File: src/rtl/bdq_pkg.sv
// ----------------------------------------------------------------------------
// bdq_pkg
// Shared constants, codes, types and slot arithmetic for the bounded deque.
// ----------------------------------------------------------------------------
package bdq_pkg;

    localparam int DEPTH  = 16;
    localparam int PTR_W  = (DEPTH > 1) ? $clog2(DEPTH) : 1;
    localparam int CNT_W  = $clog2(DEPTH + 1);
    localparam int DATA_W = 32;

    typedef logic [2:0] action_t;

    localparam action_t ACT_INS_FRONT = 3'd0;
    localparam action_t ACT_INS_BACK  = 3'd1;
    localparam action_t ACT_DEL_FRONT = 3'd2;
    localparam action_t ACT_DEL_BACK  = 3'd3;
    localparam action_t ACT_UPD_VALUE = 3'd4;
    localparam action_t ACT_UPD_POS   = 3'd5;

    typedef enum logic [1:0] {
        STAT_OK    = 2'd0,
        STAT_FULL  = 2'd1,
        STAT_EMPTY = 2'd2,
        STAT_RANGE = 2'd3
    } status_t;

    typedef enum logic [1:0] {
        ENG_IDLE,
        ENG_UPD,
        ENG_UPD_WAIT,
        ENG_READ
    } eng_state_t;

    typedef struct packed {
        status_t    status;
        logic [4:0] entry_count;
        logic [3:0] element_position;
        logic       list_empty;
        logic       last;
    } rd_meta_t;

    typedef struct packed {
        rd_meta_t           meta;
        logic signed [31:0] element;
    } out_item_t;

    typedef struct packed {
        logic [1:0] occ;
        logic       pop;
    } buf_stat_t;

    function automatic logic [PTR_W-1:0] slot_of(logic [PTR_W-1:0] front,
                                                  logic [CNT_W-1:0] idx);
        logic [PTR_W:0] sum;
        sum = {1'b0, front} + (PTR_W + 1)'(idx);
        if (sum >= (PTR_W + 1)'(DEPTH))
        begin
            sum = sum - (PTR_W + 1)'(DEPTH);
        end
        return sum[PTR_W-1:0];
    endfunction

endpackage

File: src/rtl/bdq_ram.sv
// ----------------------------------------------------------------------------
// bdq_ram
// Simple dual-port synchronous RAM, one write and one registered read port.
// ----------------------------------------------------------------------------
module bdq_ram #(
    parameter int WIDTH   = 32,
    parameter int ENTRIES = 16,
    parameter int ADDR_W  = 4
) (
    input  logic              clk,
    input  logic              we,
    input  logic [ADDR_W-1:0] waddr,
    input  logic [WIDTH-1:0]  wdata,
    input  logic              re,
    input  logic [ADDR_W-1:0] raddr,
    output logic [WIDTH-1:0]  rdata
);

    logic [WIDTH-1:0] mem [ENTRIES];

    always_ff @(posedge clk)
    begin
        if (we)
        begin
            mem[waddr] <= wdata;
        end
    end

    always_ff @(posedge clk)
    begin
        if (re)
        begin
            rdata <= mem[raddr];
        end
    end

endmodule

File: src/rtl/bdq_out_buf.sv
// ----------------------------------------------------------------------------
// bdq_out_buf
// Two-entry output queue that decouples the readout from the receiver.
// ----------------------------------------------------------------------------
module bdq_out_buf (
    input  logic                clk,
    input  logic                rst_n,
    input  logic                push,
    input  bdq_pkg::out_item_t  push_item,
    output bdq_pkg::buf_stat_t  stat,
    output logic                out_valid,
    input  logic                out_ready,
    output bdq_pkg::out_item_t  out_item
);

    bdq_pkg::out_item_t entry_reg [2];
    logic       wr_ptr_reg;
    logic       wr_ptr_next;
    logic       rd_ptr_reg;
    logic       rd_ptr_next;
    logic [1:0] occ_reg;
    logic [1:0] occ_next;
    logic       pop;

    assign out_valid = (occ_reg != 2'd0);
    assign out_item  = entry_reg[rd_ptr_reg];
    assign pop       = out_valid && out_ready;
    assign stat.occ  = occ_reg;
    assign stat.pop  = pop;

    always_comb
    begin
        wr_ptr_next = push ? ~wr_ptr_reg : wr_ptr_reg;
        rd_ptr_next = pop ? ~rd_ptr_reg : rd_ptr_reg;
        occ_next    = occ_reg + 2'(push) - 2'(pop);
    end

    always_ff @(posedge clk or negedge rst_n)
    begin
        if (!rst_n)
        begin
            wr_ptr_reg <= 1'b0;
            rd_ptr_reg <= 1'b0;
            occ_reg    <= 2'd0;
        end
        else
        begin
            wr_ptr_reg <= wr_ptr_next;
            rd_ptr_reg <= rd_ptr_next;
            occ_reg    <= occ_next;
        end
    end

    always_ff @(posedge clk)
    begin
        if (push)
        begin
            entry_reg[wr_ptr_reg] <= push_item;
        end
    end

    // drop nothing: a push into a full queue without a pop loses an item
    assert property (@(posedge clk) disable iff (!rst_n)
        !(push && (occ_reg == 2'd2) && !pop))
        else $error("output queue overflow");

endmodule

File: src/rtl/bdq_engine.sv
// ----------------------------------------------------------------------------
// bdq_engine
// Command sequencer: pointer and count state, RAM access, update walk and
// readout walk.
// ----------------------------------------------------------------------------
module bdq_engine (
    input  logic                              clk,
    input  logic                              rst_n,
    input  logic                              in_valid,
    output logic                              in_ready,
    input  bdq_pkg::action_t                  action,
    input  logic [31:0]                       item_value,
    input  logic [31:0]                       match_value,
    input  logic [3:0]                        position,
    input  bdq_pkg::buf_stat_t                buf_stat,
    output logic                              push,
    output bdq_pkg::out_item_t                push_item,
    output logic                              ram_we,
    output logic [bdq_pkg::PTR_W-1:0]         ram_waddr,
    output logic [bdq_pkg::DATA_W-1:0]        ram_wdata,
    output logic                              ram_re,
    output logic [bdq_pkg::PTR_W-1:0]         ram_raddr,
    input  logic [bdq_pkg::DATA_W-1:0]        ram_rdata
);

    bdq_pkg::eng_state_t           state_reg;
    bdq_pkg::eng_state_t           state_next;
    logic [bdq_pkg::PTR_W-1:0]     front_reg;
    logic [bdq_pkg::PTR_W-1:0]     front_next;
    logic [bdq_pkg::CNT_W-1:0]     count_reg;
    logic [bdq_pkg::CNT_W-1:0]     count_next;
    bdq_pkg::status_t              status_reg;
    bdq_pkg::status_t              status_next;
    logic [bdq_pkg::DATA_W-1:0]    item_reg;
    logic [bdq_pkg::DATA_W-1:0]    item_next;
    logic [bdq_pkg::DATA_W-1:0]    match_reg;
    logic [bdq_pkg::DATA_W-1:0]    match_next;
    logic [bdq_pkg::CNT_W-1:0]     idx_reg;
    logic [bdq_pkg::CNT_W-1:0]     idx_next;
    logic                          cmp_valid_reg;
    logic                          cmp_valid_next;
    logic [bdq_pkg::PTR_W-1:0]     cmp_addr_reg;
    logic [bdq_pkg::PTR_W-1:0]     cmp_addr_next;
    logic                          stage_valid_reg;
    logic                          stage_valid_next;
    bdq_pkg::rd_meta_t             stage_meta_reg;
    bdq_pkg::rd_meta_t             stage_meta_next;

    logic [bdq_pkg::PTR_W-1:0]     front_dec;
    logic [bdq_pkg::PTR_W-1:0]     front_inc;
    logic                          full;
    logic                          empty;
    logic                          credit;
    logic                          last_idx;

    assign full     = (count_reg >= bdq_pkg::CNT_W'(bdq_pkg::DEPTH));
    assign empty    = (count_reg == '0);
    assign last_idx = (idx_reg == count_reg - bdq_pkg::CNT_W'(1));
    assign credit   = ((3'(buf_stat.occ) + 3'(stage_valid_reg)) <= (3'd1 + 3'(buf_stat.pop)));

    assign front_dec = (front_reg == '0) ? bdq_pkg::PTR_W'(bdq_pkg::DEPTH - 1)
                                         : front_reg - bdq_pkg::PTR_W'(1);
    assign front_inc = (front_reg == bdq_pkg::PTR_W'(bdq_pkg::DEPTH - 1))
                       ? '0 : front_reg + bdq_pkg::PTR_W'(1);

    assign push              = stage_valid_reg;
    assign push_item.meta    = stage_meta_reg;
    assign push_item.element = stage_meta_reg.list_empty ? 32'sd0 : signed'(ram_rdata);

    always_comb
    begin
        state_next       = state_reg;
        front_next       = front_reg;
        count_next       = count_reg;
        status_next      = status_reg;
        item_next        = item_reg;
        match_next       = match_reg;
        idx_next         = idx_reg;
        cmp_valid_next   = 1'b0;
        cmp_addr_next    = cmp_addr_reg;
        stage_valid_next = 1'b0;
        stage_meta_next  = stage_meta_reg;
        in_ready         = 1'b0;
        ram_re           = 1'b0;
        ram_raddr        = bdq_pkg::slot_of(front_reg, idx_reg);
        ram_we           = cmp_valid_reg && (ram_rdata == match_reg);
        ram_waddr        = cmp_addr_reg;
        ram_wdata        = item_reg;

        case (state_reg)
            bdq_pkg::ENG_IDLE:
            begin
                in_ready = 1'b1;
                if (in_valid)
                begin
                    item_next   = item_value;
                    match_next  = match_value;
                    idx_next    = '0;
                    status_next = bdq_pkg::STAT_OK;
                    state_next  = bdq_pkg::ENG_READ;
                    case (action)
                        bdq_pkg::ACT_INS_FRONT:
                        begin
                            if (full)
                            begin
                                status_next = bdq_pkg::STAT_FULL;
                            end
                            else
                            begin
                                front_next = front_dec;
                                count_next = count_reg + bdq_pkg::CNT_W'(1);
                                ram_we     = 1'b1;
                                ram_waddr  = front_dec;
                                ram_wdata  = item_value;
                            end
                        end
                        bdq_pkg::ACT_INS_BACK:
                        begin
                            if (full)
                            begin
                                status_next = bdq_pkg::STAT_FULL;
                            end
                            else
                            begin
                                count_next = count_reg + bdq_pkg::CNT_W'(1);
                                ram_we     = 1'b1;
                                ram_waddr  = bdq_pkg::slot_of(front_reg, count_reg);
                                ram_wdata  = item_value;
                            end
                        end
                        bdq_pkg::ACT_DEL_FRONT:
                        begin
                            if (empty)
                            begin
                                status_next = bdq_pkg::STAT_EMPTY;
                            end
                            else
                            begin
                                front_next = front_inc;
                                count_next = count_reg - bdq_pkg::CNT_W'(1);
                            end
                        end
                        bdq_pkg::ACT_DEL_BACK:
                        begin
                            if (empty)
                            begin
                                status_next = bdq_pkg::STAT_EMPTY;
                            end
                            else
                            begin
                                count_next = count_reg - bdq_pkg::CNT_W'(1);
                            end
                        end
                        bdq_pkg::ACT_UPD_VALUE:
                        begin
                            if (!empty)
                            begin
                                state_next = bdq_pkg::ENG_UPD;
                            end
                        end
                        bdq_pkg::ACT_UPD_POS:
                        begin
                            if ({28'd0, position} >= 32'(count_reg))
                            begin
                                status_next = bdq_pkg::STAT_RANGE;
                            end
                            else
                            begin
                                ram_we    = 1'b1;
                                ram_waddr = bdq_pkg::slot_of(front_reg,
                                                             bdq_pkg::CNT_W'(position));
                                ram_wdata = item_value;
                            end
                        end
                        default:
                        begin
                        end
                    endcase
                end
            end
            bdq_pkg::ENG_UPD:
            begin
                ram_re         = 1'b1;
                cmp_valid_next = 1'b1;
                cmp_addr_next  = ram_raddr;
                idx_next       = idx_reg + bdq_pkg::CNT_W'(1);
                if (last_idx)
                begin
                    state_next = bdq_pkg::ENG_UPD_WAIT;
                end
            end
            bdq_pkg::ENG_UPD_WAIT:
            begin
                idx_next   = '0;
                state_next = bdq_pkg::ENG_READ;
            end
            bdq_pkg::ENG_READ:
            begin
                if (credit)
                begin
                    ram_re                           = !empty;
                    stage_valid_next                 = 1'b1;
                    stage_meta_next.status           = status_reg;
                    stage_meta_next.entry_count      = 5'(count_reg);
                    stage_meta_next.element_position = empty ? 4'd0 : 4'(idx_reg);
                    stage_meta_next.list_empty       = empty;
                    stage_meta_next.last             = empty || last_idx;
                    if (empty || last_idx)
                    begin
                        state_next = bdq_pkg::ENG_IDLE;
                    end
                    else
                    begin
                        idx_next = idx_reg + bdq_pkg::CNT_W'(1);
                    end
                end
            end
            default:
            begin
                state_next = bdq_pkg::ENG_IDLE;
            end
        endcase
    end

    always_ff @(posedge clk or negedge rst_n)
    begin
        if (!rst_n)
        begin
            state_reg       <= bdq_pkg::ENG_IDLE;
            front_reg       <= '0;
            count_reg       <= '0;
            cmp_valid_reg   <= 1'b0;
            stage_valid_reg <= 1'b0;
        end
        else
        begin
            state_reg       <= state_next;
            front_reg       <= front_next;
            count_reg       <= count_next;
            cmp_valid_reg   <= cmp_valid_next;
            stage_valid_reg <= stage_valid_next;
        end
    end

    always_ff @(posedge clk)
    begin
        status_reg     <= status_next;
        item_reg       <= item_next;
        match_reg      <= match_next;
        idx_reg        <= idx_next;
        cmp_addr_reg   <= cmp_addr_next;
        stage_meta_reg <= stage_meta_next;
    end

    assert property (@(posedge clk) disable iff (!rst_n)
        count_reg <= bdq_pkg::CNT_W'(bdq_pkg::DEPTH))
        else $error("entry count exceeds depth");

    assert property (@(posedge clk) disable iff (!rst_n)
        cmp_valid_reg |-> ($past(state_reg) == bdq_pkg::ENG_UPD))
        else $error("compare write outside update walk");

    assert property (@(posedge clk) disable iff (!rst_n)
        (state_reg == bdq_pkg::ENG_IDLE) |-> !cmp_valid_reg)
        else $error("update write still pending at command accept");

    assert property (@(posedge clk) disable iff (!rst_n)
        (stage_valid_reg && stage_meta_reg.list_empty) |-> stage_meta_reg.last)
        else $error("empty readout not marked last");

endmodule

File: src/rtl/bounded_deque_with_update_top.sv
// ----------------------------------------------------------------------------
// bounded_deque_with_update_top
// Bounded double-ended queue of signed 32-bit values held in a ring buffer
// RAM, with insert, delete and in-place update commands and full readout.
// ----------------------------------------------------------------------------
// Usage:
//   s_axis carries one command item: tuser is the action code, tdata holds
//   item_value, match_value and position. After each command the whole list
//   is sent on m_axis, front first, one item per entry; tlast marks the final
//   item. An empty list gives a single item with tuser (list_empty) set.
//   The first readout item follows the accepted command through the stage
//   register and the output queue; update by value first runs its compare
//   walk, which reads one RAM entry per cycle.
//   The readout walk streams one entry per cycle through the single RAM
//   read port while the output queue has room, and pauses otherwise.
//   s_axis_tready is high only while no command is being worked on.
//   Reset clears the pointers and count (list empty); no clearing pass.
//   When the receiver stalls, a two-entry output queue holds items and the
//   readout walk pauses; nothing is lost.
// ----------------------------------------------------------------------------
module bounded_deque_with_update_top (
    input  logic        clk,
    input  logic        rst_n,
    input  logic        s_axis_tvalid,
    output logic        s_axis_tready,
    input  logic [71:0] s_axis_tdata,   // item_value, match_value, position
    input  logic [2:0]  s_axis_tuser,   // action
    output logic        m_axis_tvalid,
    input  logic        m_axis_tready,
    output logic [47:0] m_axis_tdata,   // status, entry_count, element, element_position
    output logic [0:0]  m_axis_tuser,   // list_empty
    output logic        m_axis_tlast
);

    bdq_pkg::buf_stat_t           buf_stat;
    bdq_pkg::out_item_t           push_item;
    bdq_pkg::out_item_t           out_item;
    logic                         push;
    logic                         ram_we;
    logic [bdq_pkg::PTR_W-1:0]    ram_waddr;
    logic [bdq_pkg::DATA_W-1:0]   ram_wdata;
    logic                         ram_re;
    logic [bdq_pkg::PTR_W-1:0]    ram_raddr;
    logic [bdq_pkg::DATA_W-1:0]   ram_rdata;

    bdq_ram #(
        .WIDTH   (bdq_pkg::DATA_W),
        .ENTRIES (bdq_pkg::DEPTH),
        .ADDR_W  (bdq_pkg::PTR_W)
    ) u_ram (
        .clk   (clk),
        .we    (ram_we),
        .waddr (ram_waddr),
        .wdata (ram_wdata),
        .re    (ram_re),
        .raddr (ram_raddr),
        .rdata (ram_rdata)
    );

    bdq_engine u_engine (
        .clk         (clk),
        .rst_n       (rst_n),
        .in_valid    (s_axis_tvalid),
        .in_ready    (s_axis_tready),
        .action      (s_axis_tuser),
        .item_value  (s_axis_tdata[31:0]),
        .match_value (s_axis_tdata[63:32]),
        .position    (s_axis_tdata[67:64]),
        .buf_stat    (buf_stat),
        .push        (push),
        .push_item   (push_item),
        .ram_we      (ram_we),
        .ram_waddr   (ram_waddr),
        .ram_wdata   (ram_wdata),
        .ram_re      (ram_re),
        .ram_raddr   (ram_raddr),
        .ram_rdata   (ram_rdata)
    );

    bdq_out_buf u_out_buf (
        .clk       (clk),
        .rst_n     (rst_n),
        .push      (push),
        .push_item (push_item),
        .stat      (buf_stat),
        .out_valid (m_axis_tvalid),
        .out_ready (m_axis_tready),
        .out_item  (out_item)
    );

    assign m_axis_tdata = {5'd0,
                           out_item.meta.element_position,
                           out_item.element,
                           out_item.meta.entry_count,
                           out_item.meta.status};
    assign m_axis_tuser = out_item.meta.list_empty;
    assign m_axis_tlast = out_item.meta.last;

endmodule
File: config.mk
export PLATFORM = sky130hd
export DESIGN_NAME = bounded_deque_with_update_top
export DESIGN_NICKNAME = d
export VERILOG_FILES = /design/src/rtl/bdq_pkg.sv /design/src/rtl/bdq_ram.sv /design/src/rtl/bdq_out_buf.sv /design/src/rtl/bdq_engine.sv /design/src/rtl/bounded_deque_with_update_top.sv
export SDC_FILE = /design/constraint.sdc
export NUM_CORES = 1
export LEC_CHECK = 0
export ABC_AREA = 1
export ABC_CLOCK_PERIOD_IN_PS = 6500
export BUFFER_PORTS_ARGS = -buffer_cell sky130_fd_sc_hd__buf_2
export CAP_MARGIN = 10
export CORE_MARGIN = 2
export CORE_UTILIZATION = 50
export DETAILED_ROUTE_END_ITERATION = 16
export PLACE_DENSITY = 0.72
export REMOVE_ABC_BUFFERS = 1
export SYNTH_ARGS = -nofsm -noshare
export SYNTH_HDL_FRONTEND = slang
export SYNTH_SLANG_ARGS = --single-unit
File: constraint.sdc
create_clock -name clk -period 6.5 [get_ports clk]
set_clock_uncertainty 0.1 [all_clocks]
set_input_delay 1.625 -clock clk [delete_from_list [all_inputs] [get_ports clk]]
set_output_delay 1.625 -clock clk [all_outputs]
set_load 0.02 [all_outputs]
==> Yosys cells after proc, flatten, opt, wreduce, memory -nomap -nowiden <==
Memories as Yosys holds them, arrays and structs flattened. A register that Yosys moved wholly into a read port is not among the register bits.
Index checks and enable logic that the tools add are counted.
{ "word_totals": {"register_bits": 105, "mem_bits_rw": 602, "in_bits": 79, "out_inout_bits": 52, "wordCells": 135, "memories": 2} }
{ "op_classes": {"add_sub_neg": 15, "order_cmp": 6, "eq_ne": 20, "mux": 53, "n_bitwise": 2, "n_reduce_logical": 19} }
{ "mem_list": {"columns": ["memory", "depth", "width", "read_ports", "rd_clocked_by_memory_dff", "write_ports", "line_no", "rtl"], "rows": [
  ["u_ram.mem", 16, 32, 1, 1, 1, "bdq_ram.sv:19", "logic [WIDTH-1:0] mem [ENTRIES];"],
  ["u_out_buf.entry_reg", 2, 45, 1, 0, 1, "bdq_out_buf.sv:16", "bdq_pkg::out_item_t entry_reg [2];"]
]} }
{ "ops": {"columns": ["cell", "count"], "rows": [
  ["32-bit two-way mux", 5],
  ["32-bit one-hot mux with 2 select lines", 1],
  ["4-bit two-way mux", 12],
  ["32-bit equality test", 1],
  ["5-bit two-way mux", 5],
  ["5-bit greater-or-equal comparator, second input constant", 4],
  ["5-bit one-hot mux with 4 select lines", 1],
  ["2-bit two-way mux", 8],
  ["4-bit by 1-bit subtractor with 4-bit output, second input constant", 4],
  ["1-bit two-way mux", 14],
  ["2-bit inequality test, second input constant", 6],
  ["4-bit one-hot mux with 3 select lines", 1],
  ["4-bit by 5-bit adder with 5-bit output", 2],
  ["5-bit by 1-bit adder with 5-bit output, second input constant", 2],
  ["5-bit one-hot mux with 2 select lines", 1],
  ["5-bit AND reduction", 2],
  ["2-bit one-hot mux with 4 select lines", 1],
  ["4-bit one-hot mux with 2 select lines", 1],
  ["3-bit by 2-bit equality test with 1-bit output, second input constant", 2],
  ["3-bit equality test, second input constant", 2],
  ["2-bit by 1-bit inequality test with 1-bit output, second input constant", 3],
  ["2-bit one-hot mux with 3 select lines", 1],
  ["2-bit nonzero test", 3],
  ["4-bit by 4-bit adder with 5-bit output", 1],
  ["26 further kinds", 32]
]} }

==> Longest topological paths before layout <==
Gate-level depths: netlist of the first run.
{ "depth": {"depth_word": 8, "depth_mapped": 14, "depth_no_buf": 14} }

==> Cells and area by module <==
A second synthesis of the first run with hierarchy kept.
{ "unflattened": {"cells_unflattened": 3009, "area_unflattened_um2": 32484.9} }
{ "by_module_without_submodules": {"columns": ["mod", "n_inst", "cells_per_inst", "area_per_inst_um2", "seq_area_each_um2"], "rows": [
  ["bdq_ram", 1, 2120, 23050.9, 16335.7],
  ["bdq_engine", 1, 619, 5840.6, 2967.8],
  ["bdq_out_buf", 1, 264, 3552.2, 2802.7],
  ["bounded_deque_with_update_top", 1, 6, 41.3, 0.0]
]} }

==> Least setup slack after synthesis of the first run <==
OpenSTA, ideal clock, no wires.
{ "synth_path": {"path_type": "in2reg", "startpoint": "input s_axis_tvalid", "endpoint": "memory u_ram.mem[4][0], enable pin", "setup_time_ns": 0.421, "arrival_time_ns": 5.239, "required_time_ns": 5.979, "path_slack_ns": 0.740, "stages": 12, "n_path_buf": 0, "cell_sequence": "nand2_1 > inv_1 > nand2_2 > inv_2 > nand2_2 > inv_2 > nand2_4 > nand2_2 > nand2_2 > nor2_4 > nand2_2 > nor2_1"} }
{ "synth_via": {"elab_chain_cells": 4, "word_cells_on_any_way": 6, "classes_between": "mux: 6"} }
{ "synth_lines": {"columns": ["item", "line_no", "rtl"], "rows": [
  ["from (decl)", "bounded_deque_with_update_top.sv:24", "input logic s_axis_tvalid,"],
  ["1-bit two-way mux", "bdq_engine.sv:94", "if (in_valid)"],
  ["1-bit two-way mux", "bdq_engine.sv:90", "case (state_reg)"],
  ["1-bit two-way mux", "bdq_ram.sv:23", "if (we)"],
  ["1-bit two-way mux (not written as such)", "bdq_ram.sv:25", "mem[waddr] <= wdata;"],
  ["to (decl)", "bdq_ram.sv:19", null]
]} }
Parallel ways exist; a longest one is shown, timed or not.

==> Final worst setup path of the first run <==
{ "layout_path": {"startpoint": "input s_axis_tvalid", "endpoint": "memory u_ram.mem[12][20], enable pin"} }
Same word-level chain as after synthesis.

==> load_flow_metrics.sql, run 1 <==
INSERT INTO impl_metrics (metric_group, metric, value, unit) VALUES
('outcome', 'status', 'finished, final reports clean', ''),
('finish', 'largest_reg_flops', '512', ''),
('grt', 'wire_length_of_the_first_global_routing_pass', '102000', 'um'),
('synthesis', 'synth_top_area_share', '70.8', '%'),
('clock_network', 'htree_num_levels', '3', ''),
('floorplan', 'design.portCount', '131', ''),
('worst_setup_path', 'worstSetupEndpointType', 'flip-flop', ''),
('synthesis', 'synthCells', '2332', ''),
('worst_setup_path', 'critical_path_required', '6640', 'ps'),
('synthesis', 'yosysUniqueCellTypes', '40', ''),
('synthesis', 'netlist.top_cell.by_area', 'edfxtp_1', ''),
('finish', 'post_route_standard_cell_area_excluding_fillers', '0.0344', 'mm^2'),
('timing', 'finalSetupViolations', '0', ''),
('timing', 'unrepaired_setup_endpoints_after_global_routing', 'false', ''),
('routing', 'detail_route.iter0.violations', '1697', ''),
('synthesis', 'synth_edf_count', '722', ''),
('floorplan', 'die_area', '0.0632', 'mm^2'),
('finish', 'layoutNonFillerInstCount', '3290', ''),
('timing', 'relSlewSlack', '23.1', '%'),
('timing', 'drv_slew', '0', ''),
('worst_setup_path', 'path_max_fanout', '36', ''),
('timing', 'max_slew.worst_pin.slew', '1150', 'ps'),
('clock_network', 'tritoncts_buffer_count', '73', ''),
('worst_setup_path', 'critPathKind', 'input pin to flip-flop', ''),
('placed_design', 'place_inst', '3160', ''),
('clock_network', 'clk_transition_reported_paths', '60', 'ps'),
('worst_hold_path', 'hp-start', 'u_engine.status_reg[1]', ''),
('grt', 'grt-ovfl-total', '0', ''),
('routing', 'post_detailed_route_via_to_cell_ratio', '5.56', ''),
('timing', 'finalHoldViolations', '0', ''),
('worst_setup_path', 'critical_path.reg2reg.startpoint', 'u_engine.state_reg[0]', ''),
('clock_network', 'clock_tree.buffer_depth', '3', ''),
('synthesis', 'yosys_warnings', '0', ''),
('finish', 'nets', '2565', ''),
('synthesis', 'post_synth_most_frequent_cells', 'edfxtp_1, nand2_1, inv_1', ''),
('power_and_ir_drop', 'total_power', '19.1', 'mW'),
('grt', 'global_route.usage.total', '21.2', '%'),
('synthesis', 'postSynthRegisterBits', '739', ''),
('clock_network', 'cts_tree', 'done', ''),
('power_and_ir_drop', 'power_density', '554', 'mW/mm^2'),
('timing', 'clock.fmax', '212', 'MHz'),
('synthesis', 'async_flop_share', '2.30', '%'),
('power_and_ir_drop', 'vdd.ir_drop.worst', '0.000485', 'V'),
('grt', 'grt_start_max_net_pins', '132', ''),
('worst_setup_path', 'arrival', '4860', 'ps'),
('finish', 'antenna_cells_inserted', '0', ''),
('worst_setup_path', 'r2r_setup_slack', '2080', 'ps'),
('routing', 'routed_wirelength', '67100', 'um'),
('finish', 'layout-drive-gt1-share', '12.8', '%'),
('placed_design', 'gpl.final_weighted_congestion', '0.902', ''),
('routing', 'drt_drc_violations_left', '0', ''),
('synthesis', 'synth_seq_area_share', '72.2', '%'),
('grt', 'number_of_global_route_vias_before_repair', '17900', ''),
('clock_network', 'clock_sinks', '739', ''),
('clock_network', 'post-cts-setup-buffers', '0', ''),
('power_and_ir_drop', 'power_leakage', '13.1', 'nW'),
('routing', 'final_antenna_net_count', '0', ''),
('flow_run', 'max-cap-violations', '0', ''),
('worst_setup_path', 'worst_setup_path_startpoint', 's_axis_tvalid', ''),
('placed_design', 'dp_hpwl', '38300', 'um'),
('floorplan', 'core_area', '0.0605', 'mm^2'),
('timing', 'layout_worst_path_cycle_share', '72.6', '%'),
('placed_design', 'port-buffer-count', '121', ''),
('placed_design', 'placement.cell_area', '0.0322', 'mm^2'),
('synthesis', 'synth-main-ff-cell', 'edfxtp_1', ''),
('synthesis', 'synth.area.top_cells', 'edfxtp_1, nand2_1, mux2i_1, o211ai_1, inv_1', ''),
('finish', 'area.growth.synth_to_final', '12.5', '%'),
('worst_setup_path', 'setup.worst_path.start_class', 'input pin', ''),
('floorplan', 'dieHeight', '251', 'um'),
('clock_network', 'cts_root_buf', 'clkbuf_16', ''),
('grt', 'grt_antenna_before_repair', '2', '');
==> worst max-delay path, stage by stage <==
cell and delay [ps]:
buf_2 100, nand2_1 100, clkinv_2 340, nand2_2 140
inv_2 140, nand2_2 80, inv_2 70, nand2_4 300
inv_2 120, buf_4 410, o21bai_4 250, nand3_2 240
nor2_4 410, buf_4 500
==> metal layers <==
metal  GRT usage, %  vias up  share of wire, %
li1               -     8565                 -
met1           28.4     8893                41
met2           36.0      703                49
met3           2.79      129               6.9
met4           7.18        0               2.5
met5              0        -                 0
==> power by group <==
part	total, mW	switching [mW]	internal, mW
combinational	8.57	6.02	2.55
sequential	6.52	0.282	6.24
clock	3.96	1.72	2.24
==> cell type report <==
cell class                      instances  area (um^2)  share of cell area [%]
Timing Repair Buffer                  159          928                    2.70
Inverter                              236          890                    2.58
Sequential cell                       739        22100                    64.2
Tap cell                              782          978                    2.84
Multi-Input combinational cell       1245         7270                    21.1
Clock buffer                           88         1930                    5.59
Clock inverter                         41          318                   0.923
==> through the flow <==
step / util (%) / hold WS [ps] / TNS [ps] / setup slack [ps]
final: 56.9 / 319 / 0 / 1780
after CTS: 56.9 / 319 / 0 / 1710
after detailed placement: 53.2 / 305 / 0 / 1090
after global placement: 53.2 / 311 / 0 / 1190
after floorplan: - / 300 / -85520 / -2850
after global routing: 56.9 / 343 / 0 / 1500
==> cells by family (layout without fill, tap and decap cells) <==
kind of cell,count (synthesis),after routing,share of synthesized area [%]
buffers and inverters,352,524,4.62
AND/OR/NAND/NOR,627,627,8.58
adder cells (fa/ha/maj),32,32,1.41
XOR/XNOR,29,29,0.830
multiplexers,128,128,4.19
flip-flops,739,739,72.2
AO/OA/AOI/OAI,424,424,8.13
other,1,5,0.0123
==> path summary, 6_finish.rpt <==
kind                       depth (start not counted)                endpoint
hold / removal                                     0  u_engine.push_item[44]
setup / recovery                                  14       u_ram.mem[12][20]
min in group asynchronous                          1   u_engine.state_reg[0]
hold reg to reg                                    0  u_engine.push_item[44]
max in group asynchronous                          1  u_engine.cmp_valid_reg
setup reg to reg                                  15       u_ram.mem[12][20]
==> cell usage in the layout, fill, tap and decap left out, types with 17 or more instances in the layout <==
cell	count
a21oi_1	138
buf_2	121
buf_4	35
clkbuf_16	75
clkinv_1	19
dfrtp_1	17
edfxtp_1	722
ha_1	27
inv_1	222
mux2i_1	128
nand2_1	398
nand3_1	103
nor2_1	70
nor2_4	19
o211ai_1	128
o21ai_0	147
xor2_1	17
No activity file was read; power rests on OpenSTA's default activity.
==> run 2: changes to the inputs <==
--- a/config.mk
+++ b/config.mk
@@ -6,7 +6,7 @@
 export NUM_CORES = 1
 export LEC_CHECK = 0
 export ABC_AREA = 1
-export ABC_CLOCK_PERIOD_IN_PS = 6500
+export ABC_CLOCK_PERIOD_IN_PS = 4800
 export BUFFER_PORTS_ARGS = -buffer_cell sky130_fd_sc_hd__buf_2
 export CAP_MARGIN = 10
 export CORE_MARGIN = 2
==> constraint.sdc (replaced) <==
create_clock -name clk -period 4.8 [get_ports clk]
set_clock_uncertainty 0.1 [all_clocks]
set_input_delay 1.2 -clock clk [delete_from_list [all_inputs] [get_ports clk]]
set_output_delay 1.2 -clock clk [all_outputs]
set_load 0.02 [all_outputs]
==> load_flow_metrics.sql, run 2 (same netlist as run 1, synthesis figures left out) <==
INSERT INTO impl_metrics (metric_group, metric, value, unit) VALUES
('finish', 'post_route_standard_cell_area_excluding_fillers', '0.0347', 'mm^2'),
('clock_network', 'post-cts-setup-buffers', '0', ''),
('worst_setup_path', 'r2r_setup_slack', '1220', 'ps'),
('finish', 'area.growth.synth_to_final', '13.4', '%'),
('routing', 'drt_drc_violations_left', '0', ''),
('routing', 'drt_first_pass_iters', '6', ''),
('power_and_ir_drop', 'clkPwrFrac', '21.6', '%'),
('clock_network', 'clk_transition_reported_paths', '60', 'ps'),
('finish', 'finish.utilization', '57.4', '%'),
('finish', 'most-common-layout-cells', 'edfxtp_1, nand2_1, inv_1', ''),
('timing', 'clock.fmax', '278', 'MHz'),
('worst_setup_path', 'critical_path.reg2reg.startpoint', 'u_engine.count_reg[2]', ''),
('clock_network', 'clock_sinks', '739', ''),
('grt', 'grt-ovfl-total', '0', ''),
('routing', 'final_antenna_net_count', '0', ''),
('power_and_ir_drop', 'vdd.ir_drop.worst', '0.000962', 'V'),
('worst_setup_path', 'critPathMostFrequentCell', 'nand2_1', ''),
('power_and_ir_drop', 'switching_power', '11.0', 'mW'),
('timing', 'max_slew.worst_pin.slew', '1140', 'ps'),
('power_and_ir_drop', 'power_density', '756', 'mW/mm^2'),
('floorplan', 'std_cell_rows', '90', ''),
('power_and_ir_drop', 'cell_internal_pwr', '15.3', 'mW'),
('worst_setup_path', 'cp_slowest_cell', 'inv_2', ''),
('clock_network', 'clock_tree.buffer_depth', '3', ''),
('power_and_ir_drop', 'power_leakage', '13.2', 'nW'),
('clock_network', 'cts_hold_repair.buffers', '0', ''),
('worst_hold_path', 'worst_hold_path_type', 'flip-flop to flip-flop', ''),
('finish', 'area.sequential', '0.0221', 'mm^2'),
('grt', 'grt_start_max_net_pins', '130', ''),
('grt', 'wire_length_of_the_first_global_routing_pass', '105000', 'um'),
('finish', 'layout.cells.most_common', 'edfxtp_1', ''),
('timing', 'unrepaired_setup_endpoints_after_global_routing', 'false', ''),
('floorplan', 'design.portCount', '131', ''),
('clock_network', 'tritoncts_buffer_count', '75', ''),
('placed_design', 'gpl.final_weighted_congestion', '0.938', ''),
('placed_design', 'placement.cell_area', '0.0323', 'mm^2'),
('floorplan', 'die_area', '0.0632', 'mm^2'),
('floorplan', 'dieHeight', '251', 'um'),
('timing', 'finalSetupViolations', '0', ''),
('routing', 'wire_per_inst', '21.0', 'um'),
('finish', 'fillers', '4612', ''),
('clock_network', 'postCtsResizedCells', '0', ''),
('clock_network', 'cts_root_buf', 'clkbuf_16', ''),
('flow_run', 'max-cap-violations', '0', ''),
('outcome', 'status', 'finished, final reports clean', ''),
('finish', 'multi_input_comb_area', '0.00727', 'mm^2'),
('worst_setup_path', 'r2r.worst_path.cells', '13', ''),
('worst_setup_path', 'critical-path-max-stage-delay', '640', 'ps'),
('timing', 'whs', '336', 'ps'),
('worst_hold_path', 'hold_path_depth', '0', ''),
('grt', 'global_route.usage.total', '22.0', '%'),
('power_and_ir_drop', 'seqPwrFrac', '33.7', '%'),
('worst_setup_path', 'worstSetupEndpointType', 'primary output', ''),
('grt', 'number_of_global_route_vias_before_repair', '18400', ''),
('power_and_ir_drop', 'share_comb_of_total_power', '44.7', '%'),
('routing', 'detail_route.iter0.violations', '1881', ''),
('routing', 'num_vias', '18400', ''),
('worst_setup_path', 'critical_path_required', '3500', 'ps'),
('timing', 'finalWorstPathRequiredPeriod', '3590', 'ps'),
('routing', 'routed_wirelength', '69400', 'um'),
('floorplan', 'die-width', '251', 'um'),
('clock_network', 'htree_num_levels', '3', ''),
('finish', 'layout-drive-gt1-share', '13.3', '%'),
('worst_setup_path', 'endpoint', 'm_axis_tdata[30]', ''),
('placed_design', 'port-buffer-count', '121', ''),
('worst_setup_path', 'worst_setup_path_startpoint', 'u_out_buf.rd_ptr_reg', ''),
('worst_setup_path', 'setup.worst_path.start_class', 'flip-flop', ''),
('clock_network', 'cts_tree', 'done', ''),
('placed_design', 'dp_hpwl', '40300', 'um'),
('timing', 'finalHoldViolations', '0', ''),
('timing', 'relSlewSlack', '24.1', '%'),
('routing', 'post_detailed_route_via_to_cell_ratio', '5.59', ''),
('finish', 'nets', '2574', ''),
('worst_setup_path', 'arrival', '2290', 'ps'),
('clock_network', 'clkLatencyLatePin', '620', 'ps'),
('timing', 'layout_worst_path_cycle_share', '74.8', '%'),
('worst_setup_path', 'crit-reg2reg-capture', 'u_ram.mem[8][17]', ''),
('grt', 'grt_antenna_before_repair', '5', ''),
('worst_setup_path', 'path_max_fanout', '46', ''),
('floorplan', 'core_area', '0.0605', 'mm^2'),
('worst_setup_path', 'critPathKind', 'flip-flop to primary output', ''),
('floorplan', 'initial_core_util', '50.6', '%'),
('finish', 'largest_reg_flops', '512', ''),
('timing', 'drv_slew', '0', ''),
('power_and_ir_drop', 'power_switching_share', '41.8', '%'),
('worst_setup_path', 'cell_chain_critical_path', 'buf_4, inv_2, nand2_1, nand2_1, buf_2', '');
-- run 2: changes by cell type in the layout (fill, tap and decap cells not counted), sizes merged --
cell | previous run | this run
buf | 159 | 166
clkinvlp | 4 | 3
clkbuf | 88 | 94
clkinv | 36 | 29
bufinv | 3 | 7
diode | 0 | 1
-- run 2: stage by stage --
stage | total power, mW | instances | worst slack (ps) | setup TNS, ps
final | 26.2 | 3300 | 1210 | 0
after detailed placement | 20.5 | 3168 | 594 | 0
after CTS | 26.2 | 3299 | 1150 | 0
after floorplan | 15.2 | 2220 | -4550 | -637150
after global routing | 27.7 | 3299 | 982 | 0
after global placement | 20.2 | 3168 | 638 | 0
-- run 2: worst min path at each step --
stage                             endpoint              startpoint
floorplan           u_engine.push_item[43]  u_engine.status_reg[0]
global placement    u_engine.push_item[44]  u_engine.status_reg[1]
detailed placement  u_engine.push_item[44]  u_engine.status_reg[1]
CTS                 u_engine.push_item[44]  u_engine.status_reg[1]
global route        u_engine.push_item[44]  u_engine.status_reg[1]
finish              u_engine.push_item[44]  u_engine.status_reg[1]
-- run 2: power groups by stage --
stage	registers, mW	clock network (mW)	logic [mW]
2_1_floorplan	8.84	0	6.34
3_3_place_gp	8.94	0	11.3
3_5_place_dp	8.97	0	11.6
4_1_cts	8.84	5.76	11.6
5_1_grt	8.90	6.00	12.8
6_report	8.84	5.67	11.7
-- run 2: critical path, delay by kind of cell (launching register included) --
kind	cells	cell delay, ps
buf+inv	3	1080
flops	1	360
simple gates	2	220
-- run 2: per-layer routing --
layer,track usage [%],share of wire (%)
met3,3.64,7.6
met5,0,0.019
met4,8.15,2.9
met2,37.0,49
met1,28.8,41
-- run 2: cell type report --
cell class / instances / share of cell area (%)
Sequential cell: 739 / 63.7
Antenna cell: 1 / 0.00721
Timing Repair Buffer: 166 / 3.11
Multi-Input combinational cell: 1245 / 21.0
Tap cell: 782 / 2.82
Inverter: 236 / 2.56
Clock inverter: 37 / 1.18
Clock buffer: 94 / 5.67
